===== config.mk =====
export PLATFORM = sky130hd
export DESIGN_NAME = signed_decimal_to_ascii
export DESIGN_NICKNAME = d
export VERILOG_FILES = /design/src/rtl/core/sdta_pkg.sv /design/src/rtl/core/sdta_front.sv /design/src/rtl/core/sdta_queue.sv /design/src/rtl/core/sdta_conv.sv /design/src/rtl/core/sdta_emit.sv /design/src/rtl/core/signed_decimal_to_ascii.sv
export SDC_FILE = /design/constraint.sdc
export NUM_CORES = 1
export LEC_CHECK = 0
export BUFFER_PORTS_ARGS = -buffer_cell sky130_fd_sc_hd__buf_2
export CAP_MARGIN = 5
export CORE_MARGIN = 2
export CORE_UTILIZATION = 58
export DETAILED_ROUTE_END_ITERATION = 10
export PLACE_DENSITY = 0.81
export SYNTH_ARGS = -nofsm -noshare
export SYNTH_HDL_FRONTEND = slang
export SYNTH_SLANG_ARGS = --single-unit

===== constraint.sdc =====
create_clock -name clk -period 5.24 [get_ports clk]
set_clock_uncertainty 0.1 [all_clocks]
set_input_delay 0.262 -clock clk [delete_from_list [all_inputs] [get_ports clk]]
set_output_delay 0.262 -clock clk [all_outputs]
set_load 0.01 [all_outputs]

===== src/rtl/core/sdta_pkg.sv =====
// shared types and constants for the signed decimal to ascii formatter
package sdta_pkg;

    localparam int MAG_W         = 32;
    localparam int DIGIT_W       = 4;
    localparam int NUM_DIGITS    = 10;
    localparam int BCD_W         = NUM_DIGITS * DIGIT_W;
    localparam int BITS_PER_STEP = 4;
    localparam int CONV_STEPS    = MAG_W / BITS_PER_STEP;
    localparam int STEP_W        = $clog2(CONV_STEPS);
    localparam int IDX_W         = $clog2(NUM_DIGITS);
    localparam int CNT_W         = $clog2(NUM_DIGITS + 1);
    localparam int SHAMT_W       = $clog2(BCD_W);
    localparam int QUEUE_DEPTH   = 2;
    localparam int QPTR_W        = $clog2(QUEUE_DEPTH);
    localparam int QCNT_W        = $clog2(QUEUE_DEPTH + 1);

    localparam logic [7:0] CHAR_ZERO  = 8'h30;
    localparam logic [7:0] CHAR_MINUS = 8'h2D;

    // classified word: sign and unsigned magnitude
    typedef struct packed {
        logic             negative;
        logic [MAG_W-1:0] magnitude;
    } item_t;

    // converted word: sign and packed bcd digits, least significant digit lowest
    typedef struct packed {
        logic             negative;
        logic [BCD_W-1:0] bcd;
    } digits_t;

    typedef enum logic [1:0] {
        CONV_IDLE,
        CONV_RUN,
        CONV_DONE
    } conv_state_t;

    typedef enum logic [1:0] {
        EMIT_IDLE,
        EMIT_SIGN,
        EMIT_DIGIT
    } emit_state_t;

endpackage


===== src/rtl/core/sdta_front.sv =====
// front stage: takes a word, splits it into sign and magnitude
module sdta_front
    import sdta_pkg::*;
(
    input  logic              clk,
    input  logic              rst_n,
    input  logic              in_valid,
    output logic              in_ready,
    input  logic signed [MAG_W-1:0] value,
    output logic              push_valid,
    input  logic              push_ready,
    output item_t             push_item
);

    logic  hold_valid_reg;
    logic  hold_valid_next;
    item_t item_reg;
    item_t item_next;
    logic [MAG_W-1:0] raw;

    assign raw        = $unsigned(value);
    assign in_ready   = !hold_valid_reg || push_ready;
    assign push_valid = hold_valid_reg;
    assign push_item  = item_reg;

    always_comb
    begin
        hold_valid_next = hold_valid_reg;
        item_next       = item_reg;
        if (push_valid && push_ready)
        begin
            hold_valid_next = 1'b0;
        end
        if (in_valid && in_ready)
        begin
            hold_valid_next     = 1'b1;
            item_next.negative  = raw[MAG_W-1];
            // two's complement magnitude, most negative value stays 2^31 unsigned
            item_next.magnitude = raw[MAG_W-1] ? (~raw + MAG_W'(1)) : raw;
        end
    end

    always_ff @(posedge clk or negedge rst_n)
    begin
        if (!rst_n)
        begin
            hold_valid_reg <= 1'b0;
        end
        else
        begin
            hold_valid_reg <= hold_valid_next;
        end
    end

    always_ff @(posedge clk)
    begin
        item_reg <= item_next;
    end

endmodule


===== src/rtl/core/sdta_queue.sv =====
// short fifo between the front stage and the converter
module sdta_queue
    import sdta_pkg::*;
(
    input  logic  clk,
    input  logic  rst_n,
    input  logic  push_valid,
    output logic  push_ready,
    input  item_t push_item,
    output logic  pop_valid,
    input  logic  pop_ready,
    output item_t pop_item
);

    item_t              entry_reg [QUEUE_DEPTH];
    logic [QPTR_W-1:0]  wr_ptr_reg;
    logic [QPTR_W-1:0]  wr_ptr_next;
    logic [QPTR_W-1:0]  rd_ptr_reg;
    logic [QPTR_W-1:0]  rd_ptr_next;
    logic [QCNT_W-1:0]  count_reg;
    logic [QCNT_W-1:0]  count_next;
    logic               do_push;
    logic               do_pop;

    assign push_ready = (count_reg != QCNT_W'(QUEUE_DEPTH));
    assign pop_valid  = (count_reg != '0);
    assign pop_item   = entry_reg[rd_ptr_reg];
    assign do_push    = push_valid && push_ready;
    assign do_pop     = pop_valid && pop_ready;

    always_comb
    begin
        wr_ptr_next = wr_ptr_reg;
        rd_ptr_next = rd_ptr_reg;
        count_next  = count_reg;
        if (do_push)
        begin
            wr_ptr_next = (wr_ptr_reg == QPTR_W'(QUEUE_DEPTH - 1)) ? '0 : wr_ptr_reg + QPTR_W'(1);
        end
        if (do_pop)
        begin
            rd_ptr_next = (rd_ptr_reg == QPTR_W'(QUEUE_DEPTH - 1)) ? '0 : rd_ptr_reg + QPTR_W'(1);
        end
        case ({do_push, do_pop})
            2'b10:   count_next = count_reg + QCNT_W'(1);
            2'b01:   count_next = count_reg - QCNT_W'(1);
            default: count_next = count_reg;
        endcase
    end

    always_ff @(posedge clk or negedge rst_n)
    begin
        if (!rst_n)
        begin
            wr_ptr_reg <= '0;
            rd_ptr_reg <= '0;
            count_reg  <= '0;
        end
        else
        begin
            wr_ptr_reg <= wr_ptr_next;
            rd_ptr_reg <= rd_ptr_next;
            count_reg  <= count_next;
        end
    end

    always_ff @(posedge clk)
    begin
        if (do_push)
        begin
            entry_reg[wr_ptr_reg] <= push_item;
        end
    end

endmodule


===== src/rtl/core/sdta_conv.sv =====
// binary to bcd converter, shift-and-add-3 over several bits per cycle
module sdta_conv
    import sdta_pkg::*;
(
    input  logic    clk,
    input  logic    rst_n,
    input  logic    pop_valid,
    output logic    pop_ready,
    input  item_t   pop_item,
    output logic    conv_valid,
    input  logic    conv_ready,
    output digits_t conv_digits
);

    conv_state_t       state_reg;
    conv_state_t       state_next;
    logic [MAG_W-1:0]  mag_reg;
    logic [MAG_W-1:0]  mag_next;
    logic [BCD_W-1:0]  bcd_reg;
    logic [BCD_W-1:0]  bcd_next;
    logic              neg_reg;
    logic              neg_next;
    logic [STEP_W-1:0] step_reg;
    logic [STEP_W-1:0] step_next;
    logic [BCD_W-1:0]  bcd_stepped;

    // one bit of double dabble: correct digits of five or more, then shift in
    function automatic logic [BCD_W-1:0] dabble_bit(input logic [BCD_W-1:0] bcd,
                                                    input logic din);
        logic [BCD_W-1:0]   adj;
        logic [DIGIT_W-1:0] d;
        adj = bcd;
        for (int i = 0; i < NUM_DIGITS; i++)
        begin
            d = bcd[i*DIGIT_W +: DIGIT_W];
            if (d >= DIGIT_W'(5))
            begin
                adj[i*DIGIT_W +: DIGIT_W] = d + DIGIT_W'(3);
            end
        end
        return {adj[BCD_W-2:0], din};
    endfunction

    always_comb
    begin
        bcd_stepped = bcd_reg;
        for (int j = 0; j < BITS_PER_STEP; j++)
        begin
            bcd_stepped = dabble_bit(bcd_stepped, mag_reg[MAG_W-1-j]);
        end
    end

    assign conv_valid           = (state_reg == CONV_DONE);
    assign conv_digits.negative = neg_reg;
    assign conv_digits.bcd      = bcd_reg;
    assign pop_ready            = (state_reg == CONV_IDLE) ||
                                  ((state_reg == CONV_DONE) && conv_ready);

    always_comb
    begin
        state_next = state_reg;
        mag_next   = mag_reg;
        bcd_next   = bcd_reg;
        neg_next   = neg_reg;
        step_next  = step_reg;
        case (state_reg)
            CONV_IDLE, CONV_DONE:
            begin
                if ((state_reg == CONV_DONE) && conv_ready)
                begin
                    state_next = CONV_IDLE;
                end
                if (pop_valid && pop_ready)
                begin
                    state_next = CONV_RUN;
                    mag_next   = pop_item.magnitude;
                    neg_next   = pop_item.negative;
                    bcd_next   = '0;
                    step_next  = '0;
                end
            end
            CONV_RUN:
            begin
                bcd_next  = bcd_stepped;
                mag_next  = mag_reg << BITS_PER_STEP;
                step_next = step_reg + STEP_W'(1);
                if (step_reg == STEP_W'(CONV_STEPS - 1))
                begin
                    state_next = CONV_DONE;
                end
            end
            default:
            begin
                state_next = CONV_IDLE;
            end
        endcase
    end

    always_ff @(posedge clk or negedge rst_n)
    begin
        if (!rst_n)
        begin
            state_reg <= CONV_IDLE;
            step_reg  <= '0;
        end
        else
        begin
            state_reg <= state_next;
            step_reg  <= step_next;
        end
    end

    always_ff @(posedge clk)
    begin
        mag_reg <= mag_next;
        bcd_reg <= bcd_next;
        neg_reg <= neg_next;
    end

endmodule


===== src/rtl/core/sdta_emit.sv =====
// character emitter: sign for negative numbers, then digits from the leading nonzero one
module sdta_emit
    import sdta_pkg::*;
(
    input  logic       clk,
    input  logic       rst_n,
    input  logic       conv_valid,
    output logic       conv_ready,
    input  digits_t    conv_digits,
    output logic       out_valid,
    input  logic       out_ready,
    output logic [7:0] text_char,
    output logic       last_char
);

    emit_state_t        state_reg;
    emit_state_t        state_next;
    logic [BCD_W-1:0]   bcd_reg;
    logic [BCD_W-1:0]   bcd_next;
    logic [CNT_W-1:0]   left_reg;
    logic [CNT_W-1:0]   left_next;
    logic [IDX_W-1:0]   msd;
    logic [SHAMT_W-1:0] shamt;
    logic               finishing;

    // position of the leading nonzero digit, zero gives the ones digit
    always_comb
    begin
        msd = '0;
        for (int i = 0; i < NUM_DIGITS; i++)
        begin
            if (conv_digits.bcd[i*DIGIT_W +: DIGIT_W] != '0)
            begin
                msd = IDX_W'(i);
            end
        end
        shamt = SHAMT_W'((NUM_DIGITS - 1 - int'(msd)) * DIGIT_W);
    end

    assign out_valid  = (state_reg != EMIT_IDLE);
    assign last_char  = (state_reg == EMIT_DIGIT) && (left_reg == CNT_W'(1));
    assign text_char  = (state_reg == EMIT_SIGN) ? CHAR_MINUS :
                        (CHAR_ZERO | {4'b0000, bcd_reg[BCD_W-1 -: DIGIT_W]});
    assign finishing  = out_valid && out_ready && last_char;
    assign conv_ready = (state_reg == EMIT_IDLE) || finishing;

    always_comb
    begin
        state_next = state_reg;
        bcd_next   = bcd_reg;
        left_next  = left_reg;
        case (state_reg)
            EMIT_IDLE:
            begin
            end
            EMIT_SIGN:
            begin
                if (out_ready)
                begin
                    state_next = EMIT_DIGIT;
                end
            end
            EMIT_DIGIT:
            begin
                if (out_ready)
                begin
                    bcd_next  = bcd_reg << DIGIT_W;
                    left_next = left_reg - CNT_W'(1);
                    if (left_reg == CNT_W'(1))
                    begin
                        state_next = EMIT_IDLE;
                    end
                end
            end
            default:
            begin
                state_next = EMIT_IDLE;
            end
        endcase
        if (conv_valid && conv_ready)
        begin
            state_next = conv_digits.negative ? EMIT_SIGN : EMIT_DIGIT;
            bcd_next   = conv_digits.bcd << shamt;
            left_next  = CNT_W'(msd) + CNT_W'(1);
        end
    end

    always_ff @(posedge clk or negedge rst_n)
    begin
        if (!rst_n)
        begin
            state_reg <= EMIT_IDLE;
            left_reg  <= '0;
        end
        else
        begin
            state_reg <= state_next;
            left_reg  <= left_next;
        end
    end

    always_ff @(posedge clk)
    begin
        bcd_reg <= bcd_next;
    end

endmodule


===== src/rtl/core/signed_decimal_to_ascii.sv =====
// top level of the signed 32-bit integer to decimal ascii formatter
//
// Each input word is a signed 32-bit integer; the block answers with its decimal
// text, one ascii character per output word, most significant first. Negative
// numbers lead with '-', leading zeros never appear, zero gives the single
// character '0', and the most negative value prints as -2147483648 (eleven
// characters). last_char marks the final character of each number. Both sides
// use valid/ready and a word moves when both are high. Inside, a front stage
// registers the word and splits it into sign and magnitude, a two-entry queue
// decouples it from the back end, a double-dabble converter turns the magnitude
// into bcd four bits per cycle, and the emitter streams the characters one per
// cycle while out_ready is high. The converter works on the next number while
// the emitter is still sending the current one.
module signed_decimal_to_ascii
    import sdta_pkg::*;
(
    input  logic                    clk,
    input  logic                    rst_n,
    // input channel
    input  logic                    in_valid,
    output logic                    in_ready,
    input  logic signed [MAG_W-1:0] value,
    // output channel
    output logic                    out_valid,
    input  logic                    out_ready,
    output logic [7:0]              text_char,
    output logic                    last_char
);

    // front to queue
    logic    push_valid;
    logic    push_ready;
    item_t   push_item;
    // queue to converter
    logic    pop_valid;
    logic    pop_ready;
    item_t   pop_item;
    // converter to emitter
    logic    conv_valid;
    logic    conv_ready;
    digits_t conv_digits;

    // sign/magnitude split
    sdta_front u_front
    (
        .clk        (clk),
        .rst_n      (rst_n),
        .in_valid   (in_valid),
        .in_ready   (in_ready),
        .value      (value),
        .push_valid (push_valid),
        .push_ready (push_ready),
        .push_item  (push_item)
    );

    // lets the front keep taking words while the back end is busy
    sdta_queue u_queue
    (
        .clk        (clk),
        .rst_n      (rst_n),
        .push_valid (push_valid),
        .push_ready (push_ready),
        .push_item  (push_item),
        .pop_valid  (pop_valid),
        .pop_ready  (pop_ready),
        .pop_item   (pop_item)
    );

    // magnitude to bcd
    sdta_conv u_conv
    (
        .clk         (clk),
        .rst_n       (rst_n),
        .pop_valid   (pop_valid),
        .pop_ready   (pop_ready),
        .pop_item    (pop_item),
        .conv_valid  (conv_valid),
        .conv_ready  (conv_ready),
        .conv_digits (conv_digits)
    );

    // bcd to character stream
    sdta_emit u_emit
    (
        .clk         (clk),
        .rst_n       (rst_n),
        .conv_valid  (conv_valid),
        .conv_ready  (conv_ready),
        .conv_digits (conv_digits),
        .out_valid   (out_valid),
        .out_ready   (out_ready),
        .text_char   (text_char),
        .last_char   (last_char)
    );

endmodule


==> results of run 1 <==
cell usage after synthesis, types with 12 or more instances:
| cell | number |
|---|---|
| nand2_1 | 146 |
| a21oi_1 | 122 |
| or3_1 | 15 |
| mux2i_1 | 86 |
| edfxtp_1 | 212 |
| a211oi_1 | 23 |
| ha_1 | 54 |
| dfrtp_1 | 16 |
| o21ai_0 | 112 |
| and2_1 | 15 |
| a221oi_1 | 12 |
| inv_1 | 63 |
| nor2_1 | 80 |
| clkbuf_1 | 51 |
| a31oi_1 | 27 |
| nand2b_1 | 28 |
| o211ai_1 | 17 |
| or2_2 | 12 |
| mux2_2 | 17 |
| nor3b_1 | 24 |
| nand3_1 | 31 |
| a31o_2 | 12 |
| xnor2_1 | 53 |
| nor3_1 | 28 |
| a22oi_1 | 18 |
worst max-delay path, delay by kind of cell, from the launching register on:
| kind | cells | cell delay, ns |
|---|---|---|
| fa+ha+maj | 2 | 0.53 |
| xor+xnor | 1 | 0.38 |
| buf+inv | 2 | 0.43 |
| simple gates | 6 | 1.94 |
| compound gates | 2 | 0.49 |
| flops | 1 | 0.43 |
logic make-up (layout without fill, tap and decap cells):
group                    count (synthesis)  in the layout  synth area share
XOR/XNOR                                60             60           0.03603
buffers and inverters                  137            205           0.03732
flip-flops                             228            228            0.4640
adder cells (fa/ha/maj)                 54             54           0.04633
AND/OR/NAND/NOR                        419            419            0.1416
multiplexers                           104            104           0.07370
other                                    2              3         0.0005149
AO/OA/AOI/OAI                          455            455            0.2006
through the flow:
step | instances | util | hold slack, ns
floorplan | 1460 | - | -0.1336
global placement | 1782 | 0.6044 | 0.1162
detailed placement | 1782 | 0.6044 | 0.1164
CTS | 1858 | 0.6494 | 0.009247
global route | 1858 | 0.6494 | 0.01254
finish | 1858 | 0.6494 | 0.01868
repair_timing:
| action | 4_1_cts | 5_1_grt |
|---|---|---|
| endpoints found under the setup margin | 0 | 0 |
| hold buffers | 30 | 0 |
| hold endpoints to repair | 47 | 0 |
layer usage:
metal,vias up,part of all wire,wire length [µm],track usage
li1,5593,-,-,-
met1,5465,0.42,13880,0.3138
met2,377,0.50,16420,0.4404
met3,76,0.055,1803,0.03565
met4,0,0.025,824,0.07522
met5,-,0,0,0
cell type report:
cell class              count  share of cell area
clock inverters            16            0.009802
well taps                 330             0.02547
repair buffers             93             0.04106
inverters                  66             0.01544
flip-flops and latches    228              0.4175
clock buffers              30             0.04098
multi-input cells        1095              0.4498
cell usage in the layout (no fill, tap or decap), types with 27 or more instances in the layout:
cell type      instances
a21oi_1              121
a31oi_1               27
buf_2                 43
dlygate4sd3_1         30
edfxtp_1             212
ha_1                  54
inv_1                 63
mux2i_1               86
nand2_1              146
nand2b_1              28
nand3_1               31
nor2_1                79
nor3_1                28
o21ai_0              112
xnor2_1               53
how the worst max path moves through the flow:
stage                    endpoint  slack [ns]                from  cells after the start
2_1_floorplan  u_emit.bcd_reg[16]        1.21  u_conv.bcd_reg[20]                     16
3_5_place_dp   u_emit.bcd_reg[27]        0.91  u_conv.bcd_reg[21]                     13
6_report       u_emit.bcd_reg[27]        0.81  u_conv.bcd_reg[21]                     13
4_1_cts        u_emit.bcd_reg[27]        0.90  u_conv.bcd_reg[21]                     13
3_3_place_gp   u_emit.bcd_reg[27]        1.00  u_conv.bcd_reg[20]                     13
5_1_grt        u_emit.bcd_reg[16]        0.62  u_conv.bcd_reg[21]                     13
==> results_dict.tcl, run 1 <==
set metrics [dict create \
    die_x_um 162.6 \
    synthArstFlopShare 0.07018 \
    synth_cell_type_count 74 \
    synth.top_cell.area_share 0.4365 \
    initial_core_util 0.5842 \
    grt_usage 0.2475 \
    cts_resized 0 \
    regArea_mm2 0.006768 \
    htreeDepth 1 \
    worstHoldStart "value[10]" \
    clock-sinks 228 \
    synth-edff-count 212 \
    final_cell_area_mm2 0.01621 \
    crit_chain "inv_1 -> ha_1 -> or3b_2 -> a211oi_1 -> nor2_1 -> or2_2 -> ha_1 -> xnor2_1 -> nand2_1 -> nor2_1 -> buf_4 -> a22oi_1 -> nand2_1" \
    synthTopCellsByArea "edfxtp_1, mux2i_1, ha_1" \
    portBuffers 43 \
    largest_register_ffs 66 \
    dp_slack_ns 0.9124 \
    routed_wl_um 32930 \
    fp.dieH_um 162.6 \
    io_pins 47 \
    multi_input_area_mm2 0.007291 \
    slew_headroom 0.3073 \
    grt_overflow 0 \
    worst_slew_pin_slew_ns 1.039 \
    cts_tree "done" \
    grt_pass1_vias 10981 \
    rr_startpoint "u_conv.bcd_reg[21]" \
    maxSlewViolCount 0 \
    vias_per_cell 6.195 \
    crit_fanout 26 \
    setup_viol 0 \
    min_delay_path_depth 2 \
    path_class "flop to flop" \
    fill_cells 1974 \
    yosysWarnings 0 \
    drt_iter0_markers 1028 \
    r2r-end "u_emit.bcd_reg[27]" \
    rsz0062_at_grt "no" \
    rows 58 \
    maxCapViolations 0 \
    ant_nets 0 \
    hold_path_class "input port to flop" \
    die-area_mm2 0.02643 \
    crit_path_top_delay_cell "or2_2" \
    grt_start_max_net_pins 79 \
    required_ns 5.53 \
    cp-start-kind "flop" \
    seq_area_frac_synth 0.4640 \
    area_growth_pct 11.15 \
    drive_gt1_frac 0.1073 \
    synth.largest_area_cell "edfxtp_1" \
    cts_made_buffers 25 \
    clkTransAtPathRegs_ns 0.06 \
    hpwl_um 23270 \
    finalHoldViolCount 0 \
    placed_area_mm2 0.01509 \
    status "completed" \
    cts.root.buffer_cell "clkbuf_16" \
    end_kind "flop" \
    insertion_delay_ns 0.52 \
    gp_congestion 0.9300 \
    finalSetupTns_ns 0 \
    r2r_slack_ns 0.81 \
    worst_slack_ns 0.8092 \
    post_drt_wl_per_cell_um 17.72 \
    rr_worst_depth 13 \
    firstDrtPassIters 6 \
    post-route-period-util 0.8456 \
    antenna_found_initial 0 \
    synth_flop_cell "edfxtp_1" \
    nNetsFinal 1599 \
    max_freq_mhz 225.7 \
    grt_pass1_wl_um 53530 \
    syn_inst 1459 \
    critPathArrivalTime_ns 4.72 \
    post_cts_buffers 0 \
    synth_area_per_cell_um2 9.996 \
    period_needed_ns 4.431 \
    yosys_register_bits 228 \
    cp_slowest_stage_delay_ns 0.54 \
    diodes 0 \
    core_mm2 0.02496 \
    cts_buffer_depth 3 \
    synth.cell_area_mm2 0.01458 \
    hold_end "u_front.push_item[10]" \
    route.detailed.drc 0 \
    num_vias 11511 \
]
Power of run 1 is not shown: default switching activity piles up to over one toggle a cycle in this logic, so the estimate is an artifact.
==> run 2, diff against run 1 <==
--- a/config.mk
+++ b/config.mk
@@ -5,12 +5,13 @@
 export SDC_FILE = /design/constraint.sdc
 export NUM_CORES = 1
 export LEC_CHECK = 0
+export ABC_AREA = 1
 export BUFFER_PORTS_ARGS = -buffer_cell sky130_fd_sc_hd__buf_2
 export CAP_MARGIN = 5
 export CORE_MARGIN = 2
-export CORE_UTILIZATION = 58
+export CORE_UTILIZATION = 57
 export DETAILED_ROUTE_END_ITERATION = 10
-export PLACE_DENSITY = 0.81
+export PLACE_DENSITY = 0.83
 export SYNTH_ARGS = -nofsm -noshare
 export SYNTH_HDL_FRONTEND = slang
 export SYNTH_SLANG_ARGS = --single-unit
==> constraint.sdc (replaced) <==
create_clock -name clk -period 3.7 [get_ports clk]
set_clock_uncertainty 0.1 [all_clocks]
set_input_delay 0.185 -clock clk [delete_from_list [all_inputs] [get_ports clk]]
set_output_delay 0.185 -clock clk [all_outputs]
set_load 0.01 [all_outputs]
==> run 2 against run 1 <==
  * Fmax rose by 27%
  * Cell count rose by 18%
  * Via count rose by 5.7%
  * Count of clock-buffer cells in the layout fell by 2
  * Die area rose by 1.5%
  * Routed wire length rose by 1.1%
  * Hold slack got worse by 0.00075 ns
  * Critical path type unchanged
  * Critical endpoint is now u_conv.bcd_reg[37]
==> results_dict.tcl, run 2 <==
set metrics [dict create \
    placedCellCount 2100 \
    mostFrequentLayoutCells "nand2_1, edfxtp_1, inv_1" \
    grt_overflow 0 \
    largest_register_ffs 66 \
    synth_cell_type_count 52 \
    slew_headroom 0.2940 \
    synth.top_cell.area_share 0.4373 \
    diodes 0 \
    startpoint "u_conv.bcd_reg[32]" \
    die-area_mm2 0.02683 \
    synth.cell_area_mm2 0.01456 \
    synth_area_per_cell_um2 8.309 \
    synth_flop_cell "edfxtp_1" \
    cts.root.buffer_cell "clkbuf_16" \
    final_common_cell "nand2_1" \
    finalHoldViolCount 0 \
    maxSlewViolCount 0 \
    rr_worst_depth 25 \
    post_drt_wl_per_cell_um 15.22 \
    area_growth_pct 13.55 \
    clock-sinks 228 \
    critPathArrivalTime_ns 3.66 \
    synthTopCellsByArea "edfxtp_1, nand2_1, inv_1" \
    synth-edff-count 212 \
    seq_area_frac_synth 0.4648 \
    crit_path_end "u_conv.bcd_reg[37]" \
    hold_path_class "input port to asynchronous set/reset pin" \
    core_mm2 0.02511 \
    num_vias 12165 \
    vias_per_cell 5.562 \
    crit_fanout 4 \
    r2r_slack_ns 0.22 \
    maxCapViolations 0 \
    insertion_delay_ns 0.53 \
    synth.largest_area_cell "edfxtp_1" \
    synth_commonest_cells "nand2_1, edfxtp_1, inv_1, nand3_1, nor2_1" \
    drt_iter0_markers 1050 \
    routed_wl_um 33290 \
    route.detailed.drc 0 \
    rsz0062_at_grt "yes" \
    rows 58 \
    firstDrtPassIters 5 \
    required_ns 3.88 \
    cp-start-kind "flop" \
    grt_start_max_net_pins 74 \
    post-route-period-util 0.9401 \
    drive_gt1_frac 0.1502 \
    max_freq_mhz 287.5 \
    path_class "flop to flop" \
    synthArstFlopShare 0.07018 \
    portBuffers 43 \
    io_pins 47 \
    antenna_found_initial 0 \
    grt_pass1_wl_um 54500 \
    clkTransAtPathRegs_ns 0.07 \
    setup_viol 0 \
    cts_made_buffers 24 \
    die_x_um 163.8 \
    cts_buffer_depth 3 \
    initial_core_util 0.5798 \
    yosys.cell_count.top_type "nand2_1" \
    grt_pass1_vias 11806 \
    hpwl_um 22290 \
    fin_cells 2187 \
    grt_usage 0.2476 \
    status "completed" \
    yosys_register_bits 228 \
    end_kind "flop" \
    nNetsFinal 1929 \
    fp.dieH_um 163.8 \
    gp_congestion 0.9477 \
    htreeDepth 1 \
    r2r-end "u_conv.bcd_reg[37]" \
    syn_inst 1752 \
    worst_slew_pin_slew_ns 1.059 \
    ant_nets 0 \
    period_needed_ns 3.478 \
    cts_tree "done" \
    yosysWarnings 0 \
    rr_startpoint "u_conv.bcd_reg[32]" \
]
run 2: cell count changes after synthesis, sizes merged, moves of 24 or more:
| cell | change |
|---|---|
| o21ai | +25 |
| clkbuf | -25 |
| inv | +153 |
| nand2b | -28 |
| nand2 | +388 |
| nand3 | +115 |
| nand4 | +30 |
| mux2i | -85 |
| xnor2 | -36 |
| nor2 | +32 |
| nor3b | -24 |
run 2: through the flow:
step	hold WS (ns)	worst slack, ns	utilization	cell area [µm²]	setup TNS, ns
final	0.01793	0.2215	0.6584	16530	0
after global routing	0.02843	-0.05308	0.6584	16530	-0.09491
after CTS	0.0003836	0.01909	0.6533	16400	0
after detailed placement	0.03482	0.06625	0.6040	15170	0
after global placement	0.03177	0.2911	0.6040	15170	0
after floorplan	-0.2106	0.3218	-	14560	0
run 2: layout make-up:
cell class	instances	area (µm²)
Timing Repair Buffer	104	789.5
Tap cell	330	412.9
Multi-Input combinational cell	1261	6858
Sequential cell	228	6766
Clock inverter	16	262.8
Inverter	220	825.8
Clock buffer	28	615.6
Fill cell	1935	8578
run 2: logic make-up (layout without fill, tap and decap cells):
kind of cell / count (synthesis) / in the layout / synth area share
AOI/OAI and AO/OA: 290 / 290 / 0.1122
other: 2 / 3 / 0.0005159
DFF: 228 / 228 / 0.4648
and+or+nand+nor: 872 / 872 / 0.2801
adders and majority gates: 54 / 54 / 0.04641
xor gates and xnor gates: 41 / 41 / 0.02518
buffers and inverters: 264 / 368 / 0.07013
muxes: 1 / 1 / 0.0006876
run 2: per-layer routing:
metal  vias to the layer above  GRT usage  wire length (µm)
met5                         -          0                 0
met4                         0    0.07695               872
met3                        69    0.02879              1685
met2                       371     0.4454             16610
met1                      5703     0.3123             14120
li1                       6022          -                 -
run 2: what timing repair did:
action                                 in CTS  in global routing
pin swaps                                   0                  6
resized for setup                           0                 24
gates cloned                                0                  0
setup endpoints to repair                   1                  8
setup buffers                               1                  7
hold buffers                               35                  0
endpoints found under the hold margin      51                  0
run 2: worst min-delay path by stage:
stage / startpoint / endpoint / slack [ns] / cells after the start
final: rst_n / u_conv.state_reg[0] / 0.02 / 2
after global placement: rst_n / u_emit.state_reg[0] / 0.03 / 1
after floorplan: rst_n / u_conv.state_reg[0] / -0.21 / 0
after detailed placement: rst_n / u_emit.state_reg[0] / 0.03 / 1
after CTS: rst_n / u_conv.state_reg[1] / 0.0004 / 2
after global routing: value[31] / u_front.push_item[32] / 0.03 / 1
run 2: critical path, cell delays in order, from the launching register on:
cell and delay (ns):
edfxtp_1 0.46, inv_2 0.12, ha_2 0.17, inv_1 0.05, nand2_2 0.12, nand3_4 0.11
nand2_4 0.10, inv_2 0.04, ha_1 0.16, inv_1 0.05, nand3_1 0.09, nand2_2 0.09
nand3_1 0.09, and2_4 0.17, ha_1 0.17, inv_1 0.05, nand4_1 0.10, nand2_1 0.11
nand2_1 0.07, nand2_1 0.10, nand2_2 0.07, ha_2 0.19, nand2_1 0.08, nand3_2 0.12
a21oi_2 0.15, nor2_1 0.06
Power of run 2 is left out for the same reason.
==> run 3, diff against run 2 <==
--- a/config.mk
+++ b/config.mk
@@ -12,6 +12,7 @@
 export CORE_UTILIZATION = 57
 export DETAILED_ROUTE_END_ITERATION = 10
 export PLACE_DENSITY = 0.83
+export RECOVER_POWER = 50
 export SYNTH_ARGS = -nofsm -noshare
 export SYNTH_HDL_FRONTEND = slang
 export SYNTH_SLANG_ARGS = --single-unit
==> run 3 against run 2 <==
  * The run now ends with capacitance limit, slew limit left
  * Cell count did not move
  * Via count barely moved
  * Non-clock buffer count did not move
  * Register-to-register slack barely moved
  * Critical path depth did not move
==> results_dict.tcl, run 3 (synthesis results as in run 2) <==
set metrics [dict create \
    path_class "flop to flop" \
    route.detailed.drc 0 \
    rows 58 \
    cts_buffer_depth 3 \
    drive_gt1_frac 0.1411 \
    routed_wl_um 33420 \
    required_ns 3.89 \
    gp_congestion 0.9477 \
    cp_slowest_stage_delay_ns 0.46 \
    finalHoldViolCount 0 \
    cp_top_family "simple AND/OR/NAND/NOR gates" \
    crit_path_top_delay_cell "edfxtp_1" \
    cts_made_buffers 24 \
    rsz0062_at_grt "yes" \
    cts_tree "done" \
    crit_fanout 4 \
    maxCapViolations 4 \
    num_vias 12161 \
    grt_start_max_net_pins 74 \
    setup_viol 0 \
    antenna_found_initial 0 \
    period_needed_ns 3.483 \
    grt_overflow 0 \
    io_pins 47 \
    worst_slew_pin_slew_ns 1.903 \
    drt_iter0_markers 1096 \
    grt_pass1_vias 11806 \
    post-route-period-util 0.9414 \
    grt_pass1_wl_um 54500 \
    firstDrtPassIters 5 \
    die_x_um 163.8 \
    area_growth_pct 13.30 \
    path_buf_inv 5 \
    mostFrequentLayoutCells "nand2_1, edfxtp_1, inv_1" \
    portBuffers 43 \
    hpwl_um 22290 \
    insertion_delay_ns 0.53 \
    htreeDepth 1 \
    post_drt_wl_per_cell_um 15.28 \
    grt_usage 0.2476 \
    cp-start-kind "flop" \
    initial_core_util 0.5798 \
    largest_register_ffs 66 \
    max_freq_mhz 287.1 \
    die-area_mm2 0.02683 \
    maxSlewViolCount 137 \
    diodes 0 \
    nNetsFinal 1929 \
    failed_checks "capacitance limit, slew limit" \
    clkTransAtPathRegs_ns 0.06 \
    slew_headroom -0.2685 \
    end_kind "flop" \
    path_common_cell "nand2_1" \
    final_core_util 0.6569 \
    hold_path_class "input port to asynchronous set/reset pin" \
    core_mm2 0.02511 \
    status "finished, violations left" \
    critPathArrivalTime_ns 3.67 \
    cts.root.buffer_cell "clkbuf_16" \
    fp.dieH_um 163.8 \
    final_common_cell "nand2_1" \
    clock-sinks 228 \
    vias_per_cell 5.561 \
    ant_nets 0 \
]
run 3: timing repair:
action	4_1_cts	5_1_grt
setup endpoints to repair	1	8
hold buffers	35	0
hold endpoints to repair	51	0
pin swaps	0	6
cloned	0	0
setup buffers	1	7
gates resized for setup	0	24
run 3: worst paths after layout:
| kind | depth (start not counted) | to | start | slack [ns] |
|---|---|---|---|---|
| max in group asynchronous | 2 | u_front.push_valid | rst_n | 2.68 |
| min in group clk | 2 | u_front.push_item[0] | value[0] | 0.32 |
| setup / recovery | 25 | u_conv.bcd_reg[37] | u_conv.bcd_reg[32] | 0.22 |
| hold reg to reg | 0 | u_queue.entry_reg[1][6] | u_front.push_item[6] | 0.35 |
| hold / removal | 2 | u_emit.left_reg[0] | rst_n | 0.23 |
| setup reg to reg | 25 | u_conv.bcd_reg[37] | u_conv.bcd_reg[32] | 0.22 |
run 3: metal layers:
| layer | routed length [µm] | up-vias | part of all wire | global-route usage |
|---|---|---|---|---|
| met5 | 0 | - | 0 | 0 |
| met4 | 853 | 0 | 0.026 | 0.07695 |
| met3 | 1496 | 69 | 0.045 | 0.02879 |
| met2 | 16680 | 353 | 0.50 | 0.4454 |
| met1 | 14390 | 5719 | 0.43 | 0.3123 |
| li1 | - | 6020 | - | - |
run 3: layout make-up:
cell class                 instances  area [µm²]
sequential                       228        6766
clock inverter                    16       262.8
inverter                         220       825.8
tap                              330       412.9
multi-input combinational       1261        6853
fill                            1951        8616
clock buffer                      28       615.6
timing repair buffer             104       757.0
run 3: per-stage QoR:
step / cell area (µm²) / cells / hold WS, ns / setup WS (ns) / TNS (ns)
2_1_floorplan: 14560 / 1753 / -0.2106 / 0.3218 / 0
3_3_place_gp: 15170 / 2100 / 0.03177 / 0.2911 / 0
3_5_place_dp: 15170 / 2100 / 0.03482 / 0.06625 / 0
4_1_cts: 16400 / 2180 / 0.0003836 / 0.01909 / 0
5_1_grt: 16490 / 2187 / 0.3193 / -0.05308 / -0.09491
6_report: 16490 / 2187 / 0.2294 / 0.2167 / 0
run 3: worst register-to-register path: stages (launching register included):
cell and delay (ns):
edfxtp_1 0.46, inv_2 0.12, ha_2 0.17, inv_1 0.05, nand2_2 0.12, nand3_4 0.11
nand2_4 0.10, inv_2 0.05, ha_1 0.16, inv_1 0.05, nand3_1 0.09, nand2_2 0.09
nand3_1 0.09, and2_4 0.17, ha_1 0.18, inv_1 0.05, nand4_1 0.10, nand2_1 0.11
nand2_1 0.08, nand2_1 0.10, nand2_2 0.07, ha_2 0.20, nand2_1 0.08, nand3_2 0.13
a21oi_2 0.16, nor2_1 0.06
Power of run 3 is left out for the same reason.
